File: src/rtl/tmsc_pkg.sv
// ----------------------------------------------------------------------------
// tmsc_pkg
// Shared constants, status codes, the column record and a saturating add of the top-5 scanner.
// ----------------------------------------------------------------------------
package tmsc_pkg;

  localparam int TOP_COUNT      = 5;
  localparam int MAX_CANDIDATES = 65536;
  localparam int RANK_W         = 17;
  localparam int SLOT_W         = $clog2(TOP_COUNT);
  localparam int IDX_W          = 16;
  localparam int VAL_W          = 32;
  localparam int QDEPTH         = 2;
  localparam int QPTR_W         = $clog2(QDEPTH);
  localparam int QCNT_W         = $clog2(QDEPTH + 1);
  localparam int CFG_IDX_W      = 1;

  typedef logic signed [VAL_W-1:0] val_t;

  localparam val_t EMPTY_SCORE   = -32'sd655294464;
  localparam val_t RESET_LENIENT = 32'sd128451;
  localparam val_t RESET_GAP     = 32'sd131072;

  localparam logic [CFG_IDX_W-1:0] CFG_LENIENT = 1'd0;
  localparam logic [CFG_IDX_W-1:0] CFG_GAP     = 1'd1;

  typedef enum logic [1:0] {
    AS_BEST    = 2'd0,
    AS_NONE    = 2'd1,
    AS_LENIENT = 2'd2
  } assigned_t;

  typedef enum logic [2:0] {
    OV_UNCLEAR      = 3'd0,
    OV_SELF_BEST    = 3'd1,
    OV_SINGLE_NEW   = 3'd2,
    OV_SELF_LENIENT = 3'd3,
    OV_MULTI_NEW    = 3'd4
  } overall_t;

  typedef struct packed {
    logic [TOP_COUNT-1:0][VAL_W-1:0] scores;
    logic [TOP_COUNT-1:0][VAL_W-1:0] corrs;
    logic [TOP_COUNT-1:0][IDX_W-1:0] indices;
    logic [TOP_COUNT-1:0]            valid;
    logic [RANK_W-1:0]               rank;
    logic                            has_self;
    val_t                            self_score;
    val_t                            self_corr;
  } col_rec_t;

  function automatic val_t sat_add32(val_t a, val_t b);
    logic signed [VAL_W:0] s;
    s = $signed({a[VAL_W-1], a}) + $signed({b[VAL_W-1], b});
    if (s[VAL_W] != s[VAL_W-1]) begin
      sat_add32 = s[VAL_W] ? {1'b1, {(VAL_W-1){1'b0}}} : {1'b0, {(VAL_W-1){1'b1}}};
    end else begin
      sat_add32 = s[VAL_W-1:0];
    end
  endfunction

endpackage

File: src/rtl/tmsc_front.sv
// ----------------------------------------------------------------------------
// tmsc_front
// Scanner: keeps the five best candidates and the self rank, one request per
// cycle while in_acc is high, and hands a snapshot of the column to the queue on its last request.
// ----------------------------------------------------------------------------
module tmsc_front import tmsc_pkg::*; (
  input  logic              clk,
  input  logic              rst_n,
  input  logic              in_acc,
  input  logic [IDX_W-1:0]  in_cand_index,
  input  val_t              in_score,
  input  val_t              in_corr,
  input  logic              in_self_present,
  input  logic [IDX_W-1:0]  in_self_index,
  input  val_t              in_self_score,
  input  val_t              in_self_corr,
  input  logic              in_col_last,
  output logic              q_wr,
  output col_rec_t          q_wdata
);

  val_t              score_r [TOP_COUNT];
  val_t              corr_r  [TOP_COUNT];
  logic [IDX_W-1:0]  index_r [TOP_COUNT];
  logic [TOP_COUNT-1:0] valid_r;
  logic [RANK_W-1:0] rank_r;

  val_t              score_nxt [TOP_COUNT];
  val_t              corr_nxt  [TOP_COUNT];
  logic [IDX_W-1:0]  index_nxt [TOP_COUNT];
  logic [TOP_COUNT-1:0] valid_nxt;
  logic [RANK_W-1:0] rank_nxt;
  logic [TOP_COUNT-1:0] gt;
  logic              rank_inc;

  // slots stay non-increasing, so gt is a thermometer code
  always_comb begin
    for (int k = 0; k < TOP_COUNT; k++) begin
      gt[k] = in_score > score_r[k];
    end
    if (gt[0]) begin
      score_nxt[0] = in_score;
      corr_nxt[0]  = in_corr;
      index_nxt[0] = in_cand_index;
      valid_nxt[0] = 1'b1;
    end else begin
      score_nxt[0] = score_r[0];
      corr_nxt[0]  = corr_r[0];
      index_nxt[0] = index_r[0];
      valid_nxt[0] = valid_r[0];
    end
    for (int k = 1; k < TOP_COUNT; k++) begin
      if (gt[k] && !gt[k-1]) begin
        score_nxt[k] = in_score;
        corr_nxt[k]  = in_corr;
        index_nxt[k] = in_cand_index;
        valid_nxt[k] = 1'b1;
      end else if (gt[k]) begin
        score_nxt[k] = score_r[k-1];
        corr_nxt[k]  = corr_r[k-1];
        index_nxt[k] = index_r[k-1];
        valid_nxt[k] = valid_r[k-1];
      end else begin
        score_nxt[k] = score_r[k];
        corr_nxt[k]  = corr_r[k];
        index_nxt[k] = index_r[k];
        valid_nxt[k] = valid_r[k];
      end
    end
    rank_inc = in_self_present && (in_cand_index != in_self_index) &&
               (in_score > in_self_score) && (rank_r < RANK_W'(MAX_CANDIDATES));
    rank_nxt = rank_inc ? rank_r + RANK_W'(1) : rank_r;
  end

  always_comb begin
    for (int k = 0; k < TOP_COUNT; k++) begin
      q_wdata.scores[k]  = score_nxt[k];
      q_wdata.corrs[k]   = corr_nxt[k];
      q_wdata.indices[k] = index_nxt[k];
    end
    q_wdata.valid      = valid_nxt;
    q_wdata.rank       = rank_nxt;
    q_wdata.has_self   = in_self_present;
    q_wdata.self_score = in_self_score;
    q_wdata.self_corr  = in_self_corr;
  end

  assign q_wr = in_acc && in_col_last;

  always_ff @(posedge clk) begin
    if (!rst_n || q_wr) begin
      for (int k = 0; k < TOP_COUNT; k++) begin
        score_r[k] <= EMPTY_SCORE;
        corr_r[k]  <= EMPTY_SCORE;
        index_r[k] <= '0;
      end
      valid_r <= '0;
      rank_r  <= RANK_W'(1);
    end else if (in_acc) begin
      for (int k = 0; k < TOP_COUNT; k++) begin
        score_r[k] <= score_nxt[k];
        corr_r[k]  <= corr_nxt[k];
        index_r[k] <= index_nxt[k];
      end
      valid_r <= valid_nxt;
      rank_r  <= rank_nxt;
    end
  end

endmodule

File: src/rtl/tmsc_queue.sv
// ----------------------------------------------------------------------------
// tmsc_queue
// Two-entry queue of finished column records between scanner and emitter.
// ----------------------------------------------------------------------------
module tmsc_queue import tmsc_pkg::*; (
  input  logic     clk,
  input  logic     rst_n,
  input  logic     wr,
  input  col_rec_t wdata,
  input  logic     rd,
  output col_rec_t rdata,
  output logic     q_full,
  output logic     q_empty
);

  col_rec_t            entry_r [QDEPTH];
  logic [QPTR_W-1:0]   wr_ptr_r;
  logic [QPTR_W-1:0]   rd_ptr_r;
  logic [QCNT_W-1:0]   cnt_r;
  logic                do_wr;
  logic                do_rd;

  assign q_full  = cnt_r == QCNT_W'(QDEPTH);
  assign q_empty = cnt_r == '0;
  assign do_wr   = wr && !q_full;
  assign do_rd   = rd && !q_empty;
  assign rdata   = entry_r[rd_ptr_r];

  always_ff @(posedge clk) begin
    if (do_wr) begin
      entry_r[wr_ptr_r] <= wdata;
    end
  end

  always_ff @(posedge clk) begin
    if (!rst_n) begin
      wr_ptr_r <= '0;
      rd_ptr_r <= '0;
      cnt_r    <= '0;
    end else begin
      if (do_wr) begin
        wr_ptr_r <= wr_ptr_r + QPTR_W'(1);
      end
      if (do_rd) begin
        rd_ptr_r <= rd_ptr_r + QPTR_W'(1);
      end
      if (do_wr && !do_rd) begin
        cnt_r <= cnt_r + QCNT_W'(1);
      end else if (do_rd && !do_wr) begin
        cnt_r <= cnt_r - QCNT_W'(1);
      end
    end
  end

endmodule

File: src/rtl/tmsc_back.sv
// ----------------------------------------------------------------------------
// tmsc_back
// Classifier and emitter: grades a column record and sends its five slots,
// one result request per cycle while pop is high. Holds the threshold registers.
// ----------------------------------------------------------------------------
module tmsc_back import tmsc_pkg::*; (
  input  logic                 clk,
  input  logic                 rst_n,
  input  logic                 cfg_we,
  input  logic [CFG_IDX_W-1:0] cfg_index,
  input  logic [VAL_W-1:0]     cfg_data,
  input  logic                 q_empty,
  input  col_rec_t             q_rdata,
  output logic                 q_rd,
  input  logic                 pop,
  output logic                 empty,
  output logic [2:0]           out_slot,
  output logic                 out_slot_valid,
  output logic [IDX_W-1:0]     out_slot_index,
  output val_t                 out_slot_score,
  output val_t                 out_slot_corr,
  output logic                 out_has_self,
  output logic [RANK_W-1:0]    out_self_rank,
  output val_t                 out_self_score_out,
  output val_t                 out_self_corr_out,
  output logic [1:0]           out_assigned_status,
  output logic [2:0]           out_overall_status,
  output logic                 out_last
);

  val_t              lenient_r;
  val_t              gap_r;
  col_rec_t          cur_r;
  assigned_t         assigned_r;
  overall_t          overall_r;
  logic              busy_r;
  logic [SLOT_W-1:0] slot_r;

  assigned_t         assigned_nxt;
  overall_t          overall_nxt;
  logic              single_new;
  logic              multi_new;
  logic              slot_end;

  always_ff @(posedge clk) begin
    if (!rst_n) begin
      lenient_r <= RESET_LENIENT;
      gap_r     <= RESET_GAP;
    end else if (cfg_we) begin
      case (cfg_index)
        CFG_LENIENT: lenient_r <= cfg_data;
        CFG_GAP:     gap_r     <= cfg_data;
        default: ;
      endcase
    end
  end

  always_comb begin
    single_new = $signed(q_rdata.scores[0]) > sat_add32(q_rdata.scores[1], gap_r);
    multi_new  = 1'b0;
    for (int k = 2; k < TOP_COUNT; k++) begin
      if ($signed(q_rdata.scores[k-1]) > sat_add32(q_rdata.scores[k], gap_r)) begin
        multi_new = 1'b1;
      end
    end

    if (!q_rdata.has_self) begin
      assigned_nxt = AS_NONE;
    end else if (q_rdata.rank == RANK_W'(1)) begin
      assigned_nxt = AS_BEST;
    end else if (q_rdata.self_score < lenient_r) begin
      assigned_nxt = AS_NONE;
    end else begin
      assigned_nxt = AS_LENIENT;
    end

    if (q_rdata.rank == RANK_W'(1)) begin
      overall_nxt = OV_SELF_BEST;
    end else if (single_new) begin
      overall_nxt = OV_SINGLE_NEW;
    end else if (multi_new) begin
      overall_nxt = OV_MULTI_NEW;
    end else if (q_rdata.self_score > lenient_r) begin
      overall_nxt = OV_SELF_LENIENT;
    end else begin
      overall_nxt = OV_UNCLEAR;
    end
  end

  assign slot_end = slot_r == SLOT_W'(TOP_COUNT - 1);
  assign q_rd     = !q_empty && (!busy_r || (pop && slot_end));

  always_ff @(posedge clk) begin
    if (q_rd) begin
      cur_r      <= q_rdata;
      assigned_r <= assigned_nxt;
      overall_r  <= overall_nxt;
    end
  end

  always_ff @(posedge clk) begin
    if (!rst_n) begin
      busy_r <= 1'b0;
      slot_r <= '0;
    end else if (q_rd) begin
      busy_r <= 1'b1;
      slot_r <= '0;
    end else if (busy_r && pop) begin
      if (slot_end) begin
        busy_r <= 1'b0;
      end else begin
        slot_r <= slot_r + SLOT_W'(1);
      end
    end
  end

  assign empty               = !busy_r;
  assign out_slot            = 3'(slot_r);
  assign out_slot_valid      = cur_r.valid[slot_r];
  assign out_slot_index      = cur_r.indices[slot_r];
  assign out_slot_score      = cur_r.scores[slot_r];
  assign out_slot_corr       = cur_r.corrs[slot_r];
  assign out_has_self        = cur_r.has_self;
  assign out_self_rank       = cur_r.rank;
  assign out_self_score_out  = cur_r.self_score;
  assign out_self_corr_out   = cur_r.self_corr;
  assign out_assigned_status = assigned_r;
  assign out_overall_status  = overall_r;
  assign out_last            = slot_end;

endmodule

File: src/rtl/top5_match_scan_classifier_unit.sv
// ----------------------------------------------------------------------------
// top5_match_scan_classifier_unit
// Streaming top-5 score scan per column with self-rank classification.
// ----------------------------------------------------------------------------
// Throughput: one candidate per cycle unless full; five results a column, one per cycle on pop.
// A finished column record goes into a queue entry, then into the emitter's output register.
// The two-entry column queue stalls input (full) only when the emitter lags.
// Synchronous active-low reset: empty scan, rank one, default thresholds.
module top5_match_scan_classifier_unit import tmsc_pkg::*; (
  input  logic                 clk,
  input  logic                 rst_n,
  input  logic                 cfg_we,
  input  logic [CFG_IDX_W-1:0] cfg_index,
  input  logic [VAL_W-1:0]     cfg_data,
  input  logic                 push,
  output logic                 full,
  input  logic [IDX_W-1:0]     in_cand_index,
  input  val_t                 in_score,
  input  val_t                 in_corr,
  input  logic                 in_self_present,
  input  logic [IDX_W-1:0]     in_self_index,
  input  val_t                 in_self_score,
  input  val_t                 in_self_corr,
  input  logic                 in_col_last,
  output logic                 empty,
  input  logic                 pop,
  output logic [2:0]           out_slot,
  output logic                 out_slot_valid,
  output logic [IDX_W-1:0]     out_slot_index,
  output val_t                 out_slot_score,
  output val_t                 out_slot_corr,
  output logic                 out_has_self,
  output logic [RANK_W-1:0]    out_self_rank,
  output val_t                 out_self_score_out,
  output val_t                 out_self_corr_out,
  output logic [1:0]           out_assigned_status,
  output logic [2:0]           out_overall_status,
  output logic                 out_last
);

  logic     in_acc;
  logic     q_wr;
  logic     q_rd;
  logic     q_full;
  logic     q_empty;
  col_rec_t q_wdata;
  col_rec_t q_rdata;

  assign full   = q_full;
  assign in_acc = push && !q_full;

  tmsc_front u_front (
    .clk             (clk),
    .rst_n           (rst_n),
    .in_acc          (in_acc),
    .in_cand_index   (in_cand_index),
    .in_score        (in_score),
    .in_corr         (in_corr),
    .in_self_present (in_self_present),
    .in_self_index   (in_self_index),
    .in_self_score   (in_self_score),
    .in_self_corr    (in_self_corr),
    .in_col_last     (in_col_last),
    .q_wr            (q_wr),
    .q_wdata         (q_wdata)
  );

  tmsc_queue u_queue (
    .clk     (clk),
    .rst_n   (rst_n),
    .wr      (q_wr),
    .wdata   (q_wdata),
    .rd      (q_rd),
    .rdata   (q_rdata),
    .q_full  (q_full),
    .q_empty (q_empty)
  );

  tmsc_back u_back (
    .clk                 (clk),
    .rst_n               (rst_n),
    .cfg_we              (cfg_we),
    .cfg_index           (cfg_index),
    .cfg_data            (cfg_data),
    .q_empty             (q_empty),
    .q_rdata             (q_rdata),
    .q_rd                (q_rd),
    .pop                 (pop),
    .empty               (empty),
    .out_slot            (out_slot),
    .out_slot_valid      (out_slot_valid),
    .out_slot_index      (out_slot_index),
    .out_slot_score      (out_slot_score),
    .out_slot_corr       (out_slot_corr),
    .out_has_self        (out_has_self),
    .out_self_rank       (out_self_rank),
    .out_self_score_out  (out_self_score_out),
    .out_self_corr_out   (out_self_corr_out),
    .out_assigned_status (out_assigned_status),
    .out_overall_status  (out_overall_status),
    .out_last            (out_last)
  );

  a_empty_slot_sentinel: assert property (@(posedge clk) disable iff (!rst_n)
    !empty && !out_slot_valid |-> out_slot_score == EMPTY_SCORE)
    else $error("empty slot without sentinel score");

  a_rank_one_self_best: assert property (@(posedge clk) disable iff (!rst_n)
    !empty && out_self_rank == RANK_W'(1) |-> out_overall_status == OV_SELF_BEST)
    else $error("rank one not graded self best");

  a_slot_advance: assert property (@(posedge clk) disable iff (!rst_n)
    !empty && pop && !out_last |=> !empty && out_slot == $past(out_slot) + 3'd1)
    else $error("slot sequence broken");

  a_no_self_no_match: assert property (@(posedge clk) disable iff (!rst_n)
    !empty && !out_has_self |-> out_assigned_status == AS_NONE)
    else $error("no-self column not graded no match");

endmodule

File: config.mk
export PLATFORM = sky130hd
export DESIGN_NAME = top5_match_scan_classifier_unit
export DESIGN_NICKNAME = d
export VERILOG_FILES = /design/src/rtl/tmsc_pkg.sv /design/src/rtl/tmsc_front.sv /design/src/rtl/tmsc_queue.sv /design/src/rtl/tmsc_back.sv /design/src/rtl/top5_match_scan_classifier_unit.sv
export SDC_FILE = /design/constraint.sdc
export NUM_CORES = 2
export LEC_CHECK = 0
export ABC_AREA = 1
export BUFFER_PORTS_ARGS = -buffer_cell sky130_fd_sc_hd__buf_2
export CAP_MARGIN = 10
export CORE_MARGIN = 2
export CORE_UTILIZATION = 51
export DETAILED_ROUTE_END_ITERATION = 10
export HOLD_SLACK_MARGIN = 0.03
export PLACE_DENSITY = 0.69
export SLEW_MARGIN = 20
export SYNTH_ARGS = -nofsm -noshare
export SYNTH_HDL_FRONTEND = slang
export SYNTH_SLANG_ARGS = --single-unit
export TNS_END_PERCENT = 20
File: constraint.sdc
create_clock -name clk -period 32.8 [get_ports clk]
set_input_delay 6.56 -clock clk [delete_from_list [all_inputs] [get_ports clk]]
set_output_delay 6.56 -clock clk [all_outputs]
set_load 0.05 [all_outputs]
==> flow_summary.rst <==
.. list-table::
   :header-rows: 1

   * - Metric
     - Value
   * - Status
     - finished clean
   * - Footprint of the flip-flops and latches
     - 58000 um2
   * - Warnings from Yosys
     - 0
   * - Clock net sink count
     - 1961
   * - Post-detailed-placement half-perimeter wirelength
     - 212000 um
   * - Share of the yosys chip area belonging to registers
     - 58.3%
   * - Antenna violations before repair
     - 23
   * - Number of register bits inferred by synthesis
     - 1961
   * - Via count
     - 78000
   * - Kind of critical path
     - in -> reg
   * - Pre-CTS setup slack
     - 19.71 ns
   * - Total buffers and inverters traversed by the critical path
     - 6
   * - Total area of multi-input combinational cells
     - 35900 um2
   * - Post_cts resized
     - 0
   * - RSZ-0062 raised after global routing
     - false
   * - Clock latency reported for the late side of the worst-skew pair
     - 0.88 ns
   * - Post-synthesis instance area
     - 99400 um2
   * - Worst vdd ir
     - 0.0876 mV
   * - Slack of the critical path
     - 20.65 ns
   * - Clock buffers created by TritonCTS
     - 201
   * - Final worst-path cycle share
     - 37.0%
   * - DRC violation count after routing
     - 0
   * - Commonest cells after routing, fill and taps aside
     - sky130_fd_sc_hd__nand2_1 (3607), sky130_fd_sc_hd__edfxtp_1 (1866), sky130_fd_sc_hd__inv_1 (843)
   * - Max-Slew Margin vs Limit
     - 17.7%
   * - Max-cap violation count
     - 0
   * - Source of the critical timing path
     - in_score[7]
   * - Via count of the first global-routing pass
     - 74000
   * - Critical-path top delay cell
     - sky130_fd_sc_hd__buf_4
   * - Detailed-route wire length
     - between 300000 and 400000 um
   * - Most common cell after layout, fill and taps aside
     - sky130_fd_sc_hd__nand2_1
   * - CTS tree
     - built
   * - Port buffer count
     - about 370
   * - First-pass iteration count of the detailed router
     - 9
   * - Die Outline Area
     - about 200000 um2
   * - Largest net degree at the start of global routing
     - 184
   * - Worst path cell trace
     - buf_2 -> ha_1 -> nand2_1 -> nor2_1 -> nand4_1 -> nor4_1 -> nand2_4 -> buf_4 -> nand3_4 -> clkinv_2 -> buf_4 -> nor2_4 -> buf_4 -> buf_4 -> nand2_1 -> a21oi_1
   * - Routed Antenna Nets
     - 0
   * - Cell family contributing the most delay on the critical path
     - simple AND/OR/NAND/NOR gates
   * - Post-layout min period
     - about 12 ns
   * - Leakage power
     - between 40 and 50 nW
   * - Overall overflow remaining after global route
     - 0
   * - Final Max Tran Viols
     - 0
   * - Number of standard cells after synthesis
     - 10400
   * - Synth Net Count
     - 11100
   * - H-tree levels
     - 4
   * - Endpoints failing hold
     - 0
   * - Power per unit of standard cell area
     - between 90 and 100 nW/um2
   * - Global-route wire length before repair
     - 474000 um
   * - GRT Total Usage
     - 32.2%
   * - Worst Max-Slew Pin Slew
     - 1.22 ns
   * - Share of final-layout standard cells stronger than drive strength 1
     - 8.09%
   * - Area of the core
     - around 200000 um2
   * - Starting Density
     - around half
   * - Clock tree root buffer cell
     - sky130_fd_sc_hd__clkbuf_16
   * - CP peak stage delay
     - 0.76 ns
   * - Clk_skew
     - slightly below 0.06 ns
   * - Synthesized area per cell
     - 9.53 um2
   * - Setup crit end kind
     - register
   * - Min-Delay Path Class
     - reg -> reg
   * - Wire length per cell after detailed routing
     - approximately 25 um
   * - HP Start
     - u_queue.rd_ptr_r$_SDFFE_PN0P_
   * - Overall die width
     - roughly 450 um
   * - Number of library cell types mapped by synthesis
     - 43
   * - Placement Rows
     - 162
   * - Required time reported for the critical path endpoint
     - 33.50 ns
   * - F_max
     - 0.0823 GHz
   * - I/O pins
     - approximately 370
   * - Weighted congestion reported at the end of routability-driven placement
     - 1.00
   * - Endpoints failing setup
     - 0
   * - Clock-pin slew on the worst setup and hold paths
     - 0.06 ns
   * - Maximum count of clock buffers along a single path
     - 3
   * - Number of post-CTS setup repair buffers
     - 0
   * - Y dimension of the die
     - between 400 and 500 um
   * - Signal arrival time at the worst endpoint
     - 12.85 ns
   * - Total negative setup slack
     - 0 ns
   * - Area growth from synthesis to final layout
     - 10.5%
   * - Final Net Count
     - approximately 11000
   * - Number of DRC violations after detailed-routing iteration 0
     - 9352
   * - Startpoint Class
     - primary input
   * - Number of inserted filler cells in the final layout
     - around 17000
   * - Average vias per placed instance
     - between 5 and 6
   * - CP dominant cell by count
     - sky130_fd_sc_hd__buf_4
   * - Peak fanout along the critical path
     - 39
   * - # hold bufs at CTS
     - 0
-- flip-flops by register name, summed over array words and instances, names as in the netlist, 5 cells and up, named ones only --
signal                     flops
u_back.cur_r                 405
u_back.gap_r                  32
u_back.lenient_r              32
u_back.out_self_corr_out      32
u_back.out_self_rank          17
u_back.out_self_score_out     32
u_front.corr_r               160
u_front.index_r               80
u_front.rank_r                17
u_front.score_r              160
u_front.valid_r                5
u_queue.entry_r              974
-- power by group --
group | leakage (nW) | switching (W) | internal [W]
Combinational | 25.7 | 0.00349 | 0.00121
Sequential | 18.5 | 0.000202 | 0.00362
Clock | 3.19 | 0.00100 | 0.00131
-- path summary, 6_finish.rpt --
kind,cells after the start,end,slack [ns]
hold / removal,1,register,0.45
hold reg to reg,1,register,0.45
setup / recovery,16,u_front.index_r[0][48]$_SDFFCE_PN0P_,20.65
setup reg to reg,33,u_back.out_overall_status[2]$_SDFFCE_PP0P_,23.25
-- cells in the mapped netlist, drive strengths merged --
cell | count | area share [%]
xor2 | 45 | 0.40
and3 | 5 | 0.031
or2 | 41 | 0.26
a21boi | 15 | 0.11
dfxtp | 95 | 1.9
clkbuf | 361 | 1.4
buf | 198 | 1.2
o21a | 23 | 0.17
ha | 492 | 6.2
nand3 | 466 | 2.4
nor2 | 529 | 2.0
o21bai | 25 | 0.19
nand4 | 279 | 1.8
nor3 | 47 | 0.24
edfxtp | 1866 | 56
and2 | 10 | 0.063
inv | 851 | 3.2
xnor2 | 38 | 0.33
a31oi | 14 | 0.088
nor4 | 16 | 0.11
a21o | 38 | 0.29
o31ai | 4 | 0.030
mux2i | 8 | 0.081
fa | 4 | 0.081
nand2 | 3618 | 14
a221o | 81 | 0.82
o211ai | 26 | 0.20
nand3b | 59 | 0.45
o211a | 1 | 0.010
a21oi | 730 | 3.7
o21ai | 449 | 2.3
nor3b | 2 | 0.015
-- routing by layer --
layer  GRT usage (%)  up-vias  share of wire (%)
met5               0        -              0.017
li1                -    35800                  -
met1            42.9    37400                 39
met4            17.6        8                6.0
met2            50.4     4012                 45
met3            5.47      784                9.4
-- layout make-up --
cell class | count | share of cell area [%]
clock inverter | 120 | 1.19
sequential | 1961 | 52.8
antenna | 18 | 0.0410
clock buffer | 254 | 4.81
tap | 2542 | 2.90
timing repair buffer | 497 | 2.64
inverter | 851 | 2.93
multi-input combinational | 7065 | 32.7
-- cell families after synthesis --
kind of cell	after synthesis	share of synthesized area, %
simple gates	5072	21.0
flops	1961	58.3
buf+inv	1410	5.81
compound gates	1406	7.84
fa+ha+maj	496	6.27
xor+xnor	83	0.731
mux	8	0.0806
-- metrics by stage --
step	util [%]	std cells	instance area [um2]	power, W	hold WS (ns)
6_report	56.5	13300	110000	0.0108	0.454
2_1_floorplan	-	10400	99400	0.00718	0.426
3_5_place_dp	53.1	12900	103000	0.00848	0.444
4_1_cts	56.4	13300	110000	0.0108	0.453
3_3_place_gp	53.0	12900	103000	0.00836	0.439
5_1_grt	56.5	13300	110000	0.0114	0.474
(Power assumes the default switching activity.)
